$ cat src/b64d_pkg.sv
// Shared types and constants of the base64 chunk decoder.
`default_nettype none

package b64d_pkg;

  localparam int unsigned CharW = 8;
  localparam int unsigned CapW = 12;
  localparam int unsigned CountW = 10;
  localparam int unsigned CharCntW = 11;

  // Limits of one chunk.
  localparam logic [CharCntW-1:0] MaxChars = 11'd1024;
  localparam logic [CountW-1:0] MaxBytes = 10'd768;
  localparam logic [CharCntW-1:0] CharCntSat = 11'd2047;
  localparam logic [CapW-1:0] CapReset = 12'd768;

  localparam logic KindData = 1'b0;
  localparam logic KindStatus = 1'b1;

  typedef enum logic [2:0] {
    StOk = 3'd0,
    StEmpty = 3'd1,
    StTooLong = 3'd2,
    StInvalid = 3'd3,
    StOversized = 3'd4
  } status_e;

  typedef struct packed {
    logic [CharW-1:0] character;
    logic last;
    logic empty_chunk;
  } in_item_t;

  typedef struct packed {
    logic kind;
    logic [7:0] data_byte;
    status_e status;
    logic [CountW-1:0] byte_count;
    logic end_of_run;
  } out_item_t;

  // Per-chunk decoding state.
  typedef struct packed {
    logic [17:0] group;
    logic [1:0] pos;
    logic [CharCntW-1:0] char_count;
    logic bad;
    logic [1:0] pad;
  } run_state_t;

  // Everything one character produces: up to three bytes, left aligned,
  // and an optional status.
  typedef struct packed {
    logic [1:0] n_bytes;
    logic [23:0] bytes;
    logic has_status;
    status_e status;
    logic [CountW-1:0] byte_count;
  } bundle_t;

endpackage

`default_nettype wire

$ cat src/b64d_decode.sv
// Combinational decode of one character against the current run state.
`default_nettype none

module b64d_decode
  import b64d_pkg::*;
(
  input  in_item_t         item_i,
  input  run_state_t       run_i,
  input  logic [CapW-1:0]  out_capacity_i,
  output run_state_t       run_o,
  output bundle_t          bundle_o
);

  localparam logic [6:0] PadCode = 7'd64;
  localparam logic [6:0] BadCode = 7'd65;

  function automatic logic [6:0] sextet_of(input logic [7:0] c);
    logic [7:0] d;
    d = 8'd0;
    if (c inside {[8'h41:8'h5A]}) begin
      d = c - 8'h41;
    end else if (c inside {[8'h61:8'h7A]}) begin
      d = c - 8'h61 + 8'd26;
    end else if (c inside {[8'h30:8'h39]}) begin
      d = c - 8'h30 + 8'd52;
    end else if (c == 8'h2B) begin
      d = 8'd62;
    end else if (c == 8'h2F) begin
      d = 8'd63;
    end else if (c == 8'h3D) begin
      d = {1'b0, PadCode};
    end else begin
      d = {1'b0, BadCode};
    end
    return d[6:0];
  endfunction

  logic [6:0]  sextet;
  logic        is_pad;
  logic        is_bad;
  logic [5:0]  val;
  logic        c2pad;
  logic [23:0] grp;
  logic [7:0]  b0, b1, b2;
  run_state_t  upd;
  logic [8:0]  quads;
  logic [CountW-1:0] dlen;
  status_e     fin_status;

  always_comb begin
    sextet = sextet_of(item_i.character);
    is_pad = (sextet == PadCode);
    is_bad = (sextet == BadCode);
    val = sextet[6] ? 6'd0 : sextet[5:0];
    c2pad = (run_i.pad != 2'd0);
    grp = {run_i.group, val};
    b0 = grp[23:16];
    b1 = grp[15:8];
    b2 = grp[7:0];

    upd.bad = run_i.bad | is_bad
            | ((run_i.pos == 2'd0) && (run_i.pad != 2'd0))
            | (is_pad && !run_i.pos[1])
            | ((run_i.pos == 2'd3) && c2pad && !is_pad);
    upd.group = (run_i.pos == 2'd3) ? 18'd0 : {run_i.group[11:0], val};
    upd.pos = run_i.pos + 2'd1;
    upd.char_count = (run_i.char_count < CharCntSat) ? run_i.char_count + 11'd1
                                                     : run_i.char_count;
    if (is_pad) begin
      upd.pad = (run_i.pad < 2'd2) ? run_i.pad + 2'd1 : 2'd2;
    end else begin
      upd.pad = 2'd0;
    end

    // Decoded length, meaningful once the count is a multiple of four and
    // within the character limit.
    quads = upd.char_count[10:2];
    dlen = {quads, 1'b0} + {1'b0, quads} - {8'd0, upd.pad};
    if (upd.char_count > MaxChars) begin
      fin_status = StTooLong;
    end else if (upd.char_count[1:0] != 2'd0) begin
      fin_status = StInvalid;
    end else if ((dlen > MaxBytes) || ({2'b00, dlen} > out_capacity_i)) begin
      fin_status = StOversized;
    end else if (upd.bad) begin
      fin_status = StInvalid;
    end else begin
      fin_status = StOk;
    end

    bundle_o = '0;
    run_o = upd;
    if (item_i.empty_chunk) begin
      bundle_o.has_status = 1'b1;
      bundle_o.status = StEmpty;
      run_o = '0;
    end else begin
      if (run_i.pos == 2'd3) begin
        // A pad in third place drops the middle byte, one in fourth place the last.
        bundle_o.bytes = {b0, c2pad ? b2 : b1, b2};
        bundle_o.n_bytes = 2'd1 + {1'b0, !c2pad} + {1'b0, !is_pad};
      end
      if (item_i.last) begin
        bundle_o.has_status = 1'b1;
        bundle_o.status = fin_status;
        bundle_o.byte_count = (fin_status == StOk) ? dlen : '0;
        run_o = '0;
      end
    end
  end

endmodule

`default_nettype wire

$ cat src/b64d_serializer.sv
// Result buffer that sends one character's bytes and status one beat at a time.
`default_nettype none

module b64d_serializer
  import b64d_pkg::*;
(
  input  logic      clk_i,
  input  logic      rst_ni,
  input  logic      load_i,
  input  bundle_t   bundle_i,
  output logic      can_load_o,
  output logic      out_valid_o,
  input  logic      out_ready_i,
  output out_item_t out_data_o
);

  logic [1:0]        byte_cnt_q, byte_cnt_d;
  logic              stat_pend_q, stat_pend_d;
  logic [23:0]       bytes_q, bytes_d;
  status_e           status_q, status_d;
  logic [CountW-1:0] count_q, count_d;
  logic              pop;
  logic              one_left;

  assign out_valid_o = (byte_cnt_q != 2'd0) || stat_pend_q;
  assign pop = out_valid_o && out_ready_i;
  assign one_left = ((byte_cnt_q == 2'd0) && stat_pend_q)
                 || ((byte_cnt_q == 2'd1) && !stat_pend_q);
  assign can_load_o = !out_valid_o || (out_ready_i && one_left);

  always_comb begin
    out_data_o = '0;
    if (byte_cnt_q != 2'd0) begin
      out_data_o.kind = KindData;
      out_data_o.data_byte = bytes_q[23:16];
    end else begin
      out_data_o.kind = KindStatus;
      out_data_o.status = status_q;
      out_data_o.byte_count = count_q;
      out_data_o.end_of_run = 1'b1;
    end
  end

  always_comb begin
    byte_cnt_d = byte_cnt_q;
    stat_pend_d = stat_pend_q;
    bytes_d = bytes_q;
    status_d = status_q;
    count_d = count_q;
    if (pop) begin
      if (byte_cnt_q != 2'd0) begin
        byte_cnt_d = byte_cnt_q - 2'd1;
        bytes_d = {bytes_q[15:0], 8'd0};
      end else begin
        stat_pend_d = 1'b0;
      end
    end
    if (load_i) begin
      byte_cnt_d = bundle_i.n_bytes;
      stat_pend_d = bundle_i.has_status;
      bytes_d = bundle_i.bytes;
      status_d = bundle_i.status;
      count_d = bundle_i.byte_count;
    end
  end

  always_ff @(posedge clk_i or negedge rst_ni) begin
    if (!rst_ni) begin
      byte_cnt_q <= 2'd0;
      stat_pend_q <= 1'b0;
    end else begin
      byte_cnt_q <= byte_cnt_d;
      stat_pend_q <= stat_pend_d;
    end
  end

  always_ff @(posedge clk_i) begin
    bytes_q <= bytes_d;
    status_q <= status_d;
    count_q <= count_d;
  end

endmodule

`default_nettype wire

$ cat src/base64_chunk_decoder.sv
// Top level of the streaming base64 chunk decoder.
`default_nettype none

// The decoder takes one base64 character per input beat and can accept one
// beat per cycle while the input is not stalled. An accepted character sits
// in an input register while the decode logic classifies it and updates the
// run state; a character that completes a group of four hands up to three
// decoded bytes, and the character marked last also hands a status, to a
// result buffer that sends them one output beat per cycle while the sink is
// ready. Characters that produce no result pass through without touching
// that buffer. A bundle holds the buffer until its last beat is taken, even
// with an always-ready sink, so the input stalls when the next character
// that produces results arrives before then. A full group that closes a
// chunk makes four beats, so an empty_chunk beat or a chunk shorter than
// four characters right behind it waits for them to drain. A sink that
// holds back beats stretches the drain and stalls the input the same way.
// The first result beat of a character is offered once the character has
// passed the input register and its bundle is loaded into the result buffer.
// Bytes stream out before the status, which is the beat with end_of_run set;
// the consumer must drop the bytes of a chunk whose status is not ok. An
// empty_chunk beat yields only the empty status and ends the chunk. The
// capacity register is written through the configuration port, which is
// always ready, and should only change while the decoder is idle.
module base64_chunk_decoder
  import b64d_pkg::*;
(
  input  logic            clk_i,
  input  logic            rst_ni,
  input  logic            cfg_valid_i,
  output logic            cfg_ready_o,
  input  logic [CapW-1:0] cfg_data_i,
  input  logic            in_valid_i,
  output logic            in_ready_o,
  input  in_item_t        in_data_i,
  output logic            out_valid_o,
  input  logic            out_ready_i,
  output out_item_t       out_data_o
);

  logic [CapW-1:0] out_capacity_q;
  logic            in_valid_q;
  in_item_t        in_item_q;
  run_state_t      run_q, run_d;
  bundle_t         bundle;
  logic            has_results;
  logic            can_load;
  logic            advance;

  assign cfg_ready_o = 1'b1;

  always_ff @(posedge clk_i or negedge rst_ni) begin
    if (!rst_ni) begin
      out_capacity_q <= CapReset;
    end else if (cfg_valid_i) begin
      out_capacity_q <= cfg_data_i;
    end
  end

  b64d_decode u_decode (
    .item_i         (in_item_q),
    .run_i          (run_q),
    .out_capacity_i (out_capacity_q),
    .run_o          (run_d),
    .bundle_o       (bundle)
  );

  // The held character moves on when it produces nothing or when the result
  // buffer can take its bundle this cycle.
  assign has_results = (bundle.n_bytes != 2'd0) || bundle.has_status;
  assign advance = in_valid_q && (!has_results || can_load);
  assign in_ready_o = !in_valid_q || advance;

  always_ff @(posedge clk_i or negedge rst_ni) begin
    if (!rst_ni) begin
      in_valid_q <= 1'b0;
      run_q <= '0;
    end else begin
      if (in_ready_o) begin
        in_valid_q <= in_valid_i;
      end
      if (advance) begin
        run_q <= run_d;
      end
    end
  end

  always_ff @(posedge clk_i) begin
    if (in_valid_i && in_ready_o) begin
      in_item_q <= in_data_i;
    end
  end

  b64d_serializer u_serializer (
    .clk_i       (clk_i),
    .rst_ni      (rst_ni),
    .load_i      (advance && has_results),
    .bundle_i    (bundle),
    .can_load_o  (can_load),
    .out_valid_o (out_valid_o),
    .out_ready_i (out_ready_i),
    .out_data_o  (out_data_o)
  );

  // Only the status beat ends a chunk, and it carries no byte.
  a_eor_is_status : assert property (@(posedge clk_i) disable iff (!rst_ni)
    out_valid_o |-> ((out_data_o.kind == KindStatus) == out_data_o.end_of_run))
    else $error("end_of_run does not match the beat kind");

  // Position in the group follows the character count until it saturates.
  a_pos_tracks_count : assert property (@(posedge clk_i) disable iff (!rst_ni)
    (run_q.char_count < CharCntSat) |-> (run_q.pos == run_q.char_count[1:0]))
    else $error("group position out of step with character count");

  // A character that ends the chunk leaves a clean run state behind.
  a_run_cleared : assert property (@(posedge clk_i) disable iff (!rst_ni)
    (advance && bundle.has_status) |=>
      ((run_q.char_count == '0) && (run_q.pad == 2'd0) && !run_q.bad))
    else $error("run state not cleared at end of chunk");

endmodule

`default_nettype wire
$ cat config.mk
export PLATFORM = sky130hd
export DESIGN_NAME = base64_chunk_decoder
export DESIGN_NICKNAME = d
export VERILOG_FILES = /design/src/b64d_pkg.sv /design/src/b64d_decode.sv /design/src/b64d_serializer.sv /design/src/base64_chunk_decoder.sv
export SDC_FILE = /design/constraint.sdc
export NUM_CORES = 1
export LEC_CHECK = 0
export BUFFER_PORTS_ARGS = -buffer_cell sky130_fd_sc_hd__buf_2
export CAP_MARGIN = 25
export CORE_UTILIZATION = 60
export DETAILED_ROUTE_END_ITERATION = 10
export GPL_TIMING_DRIVEN = 0
export HOLD_SLACK_MARGIN = 0.12
export PLACE_DENSITY = 0.81
export SYNTH_ARGS = -nofsm -noshare
export SYNTH_HDL_FRONTEND = slang
export SYNTH_SLANG_ARGS = --single-unit
$ cat constraint.sdc
create_clock -name clk_i -period 12.01 [get_ports clk_i]
set_input_delay 0.6005 -clock clk_i [delete_from_list [all_inputs] [get_ports clk_i]]
set_output_delay 0.6005 -clock clk_i [all_outputs]
set_load 0.05 [all_outputs]
==> flow_summary.toml <==
[critical_path]
start_kind = "register"
worstPathRequired_ns = 12.24
crit_arrival_ns = 6.58
critPathKind = "reg -> reg"
critPathMaxFanout = 10
end_kind = "register"

[sta]
finalCriticalPeriod_ns = 6.350
timing.fmax_mhz = 157.5
post-route-period-util_pct = 52.87
slew_headroom_pct = 56.86
hold_viol = 0
rsz0062_at_grt = "false"
setup_viol_count_final = 0
worst_pin_slew_ns = 0.6457
skew_ns = 0.01483
final.setup.tns_ns = 0
slew_viol_final = 0

[synth]
yosysTopAreaCell = "edfxtp_1"
yosys.area.top_type_share_pct = 23.91
avgSynthCellArea_sq_um = 9.938
synthTopCellsByCount = "nand2_1, dfrtp_1, inv_1"
ys.flop_type = "dfrtp_1"
syn_nets = 668
synth_seq_cells = 97
synthArstFlopShare_pct = 51.55
ys_top_cells_by_area = "edfxtp_1, dfrtp_1, ha_1"
synthMostInstantiatedCell = "nand2_1"
syn_inst = 594
synth_edf_count = 47
synth_cell_types = 78
yosys_warnings = 0
yosysSeqAreaShare_pct = 45.15
synth_area_sq_mm = 0.005903

[clocking]
htree_levels = 3
cts_tree = "built"
insertion_delay_ns = 0.38
cts_buffers = 9
clk_path_buf_depth = 2
cts-root-buf = "clkbuf_8"
cts.sinks = 97
post_cts_buffers = 0
path_clk_slew_ns = 0.11

[job]
maxCapViolCount = 0

[power_and_ir_drop]
ir_drop_uv = 114.1
p_leak_nw = 2.942
finalPower_mw = 1.278
p_per_area_mw_per_mm2 = 195.2

[detailed_routing]
wirelength_microns = 13100
routedWlPerCell_microns = 16.54
ant_nets = 0
dr.pass1.iters = 4
via_per_inst = 5.856
drc = 0
vias = 4638
drtIter0Drc = 303

[layout]
multi_input_area_sq_mm = 0.002912
synthToLayoutAreaGrowth_pct = 10.89
final_cell_count_no_fill = 792
drive_above_1_share_pct = 17.04
finish.utilization_pct = 69.85
final_nets = 732
seq_area_sq_mm = 0.002665
nFillCells = 718
diodes = 0

[placement]
dp.cells = 775
hpwl_microns = 9728
portBuffers = 51
place_congestion = 0.8726

[die]
die_area_sq_mm = 0.01024
die_h_microns = 101.2
die-width_microns = 101.2
coreArea_sq_mm = 0.009371
initial_core_util_pct = 62.99
num_rows = 35
ioPinCount = 53

[status]
status = "completed"

[global_routing]
grt.overflow.total = 0
grt_max_degree = 41
grt_antenna_before_repair = 0
grt_first_pass_wirelength_microns = 21930
track_usage_pct = 27.70
grt_pass1_vias = 4507

[worst_hold_path]
hold_class = "in -> reg"
## state kept, by name, summed over array words and instances, names as in the netlist
signal / count
in_valid_q: 1
run_q: 34
out_capacity_q: 12
u_serializer.byte_cnt_q: 2
u_serializer.stat_pend_q: 1
in_item_q: 10
u_serializer.count_q: 10
u_serializer.bytes_q: 24
u_serializer.status_q: 3
## final timing paths
| kind | startpoint | to | slack, ns | depth (start not counted) |
|---|---|---|---|---|
| worst max-delay path | in_item_q[2]$_DFFE_PP_ | u_serializer.count_q[1]$_SDFFCE_PP0P_ | 5.66 | 26 |
| worst max register to register | in_item_q[2]$_DFFE_PP_ | u_serializer.count_q[1]$_SDFFCE_PP0P_ | 5.66 | 26 |
| min in group asynchronous | rst_ni | in_valid_q$_DFFE_PN0N_ | 0.62 | 2 |
| worst min-delay path | in_data_i[2] | in_item_q[2]$_DFFE_PP_ | 0.39 | 1 |
| max in group asynchronous | rst_ni | out_capacity_q[9]$_DFFE_PN1P_ | 10.83 | 3 |
| worst min register to register | run_q[0]$_DFFE_PN0P_ | run_q[0]$_DFFE_PN0P_ | 0.48 | 2 |
## per-stage QoR
| stage | setup WS (ns) | instance area (sq um) | hold WS (ns) |
|---|---|---|---|
| final | 5.660 | 6546 | 0.3901 |
| after global placement | 5.851 | 6320 | 0.4558 |
| after floorplan | 6.488 | 5903 | 0.3049 |
| after detailed placement | 5.765 | 6340 | 0.4646 |
| after CTS | 5.717 | 6546 | 0.3841 |
| after global routing | 5.221 | 6546 | 0.3762 |
## routing by layer
metal / share of wire [%] / global-route usage [%] / wire, microns
met1: 44 / 37.07 / 5775
met2: 49 / 46.10 / 6416
met3: 5.2 / 4.210 / 683
met4: 1.7 / 10.03 / 226
met5: 0 / 0 / 0
## final cells by class
class,instances,share of cell area (%)
Buffer,28,2.179
Clock buffer,9,1.892
Clock inverter,7,1.109
Inverter,49,2.810
Multi-Input combinational cell,420,44.48
Sequential cell,97,40.71
Tap cell,129,2.466
Timing Repair Buffer,53,4.358
## critical path, stage by stage (launching register included)
cell	delay, ns
edfxtp_1	0.54
inv_1	0.22
ha_1	0.40
nor2b_1	0.13
o21ai_0	0.24
o2111ai_1	0.17
and4_1	0.25
and2_1	0.18
ha_1	0.23
fa_1	0.51
inv_1	0.04
ha_1	0.22
fa_1	0.41
a21oi_1	0.24
o211ai_1	0.12
a31oi_1	0.20
xnor2_1	0.26
inv_1	0.09
ha_1	0.32
a211o_1	0.28
or2_2	0.30
o22ai_1	0.14
nor4_1	0.07
o31a_1	0.13
nand4bb_1	0.18
buf_2	0.19
nor2_1	0.13
## what timing repair did
item / CTS / global route
hold buffers: 1 / 0
resized for setup: 0 / 0
endpoints found under the setup margin: 0 / 0
hold endpoints to repair: 10 / 0
## kinds of logic (layout without fill, tap and decap cells)
family	Yosys count	in the layout	share of synthesized area [%]
buffers and inverters	77	146	5.532
adders and majority gates	47	47	10.22
DFF	97	97	45.15
AOI/OAI and AO/OA	137	137	16.96
xor gates and xnor gates	14	14	2.077
and+or+nand+nor	213	213	18.57
other	1	1	0.06353
muxes	8	8	1.441
## power by group
| part | switching (mW) | internal (mW) | total [mW] |
|---|---|---|---|
| combinational | 0.396 | 0.168 | 0.564 |
| clock | 0.131 | 0.0814 | 0.213 |
| sequential | 0.0441 | 0.457 | 0.501 |
## layout by cell type, fill, tap and decap left out, types with 5 or more instances in the layout
cell,Yosys,routed
ha_1,45,45
o21ai_0,40,40
a22o_1,16,16
clkbuf_8,0,9
a211oi_1,7,7
inv_1,48,48
clkbuf_1,13,13
and2_1,17,17
nand2_1,77,77
dfrtp_1,48,48
nor2b_1,13,13
o21ai_1,6,6
o21a_1,5,5
nand4_1,5,5
xor2_1,5,5
nor3_1,7,7
a21o_1,7,7
and3_1,8,8
or2_2,8,8
xnor2_1,9,9
nor2_1,30,30
a21oi_1,14,14
edfxtp_1,47,47
buf_2,9,60
nand3_1,20,20
(Power assumes the default switching activity.)
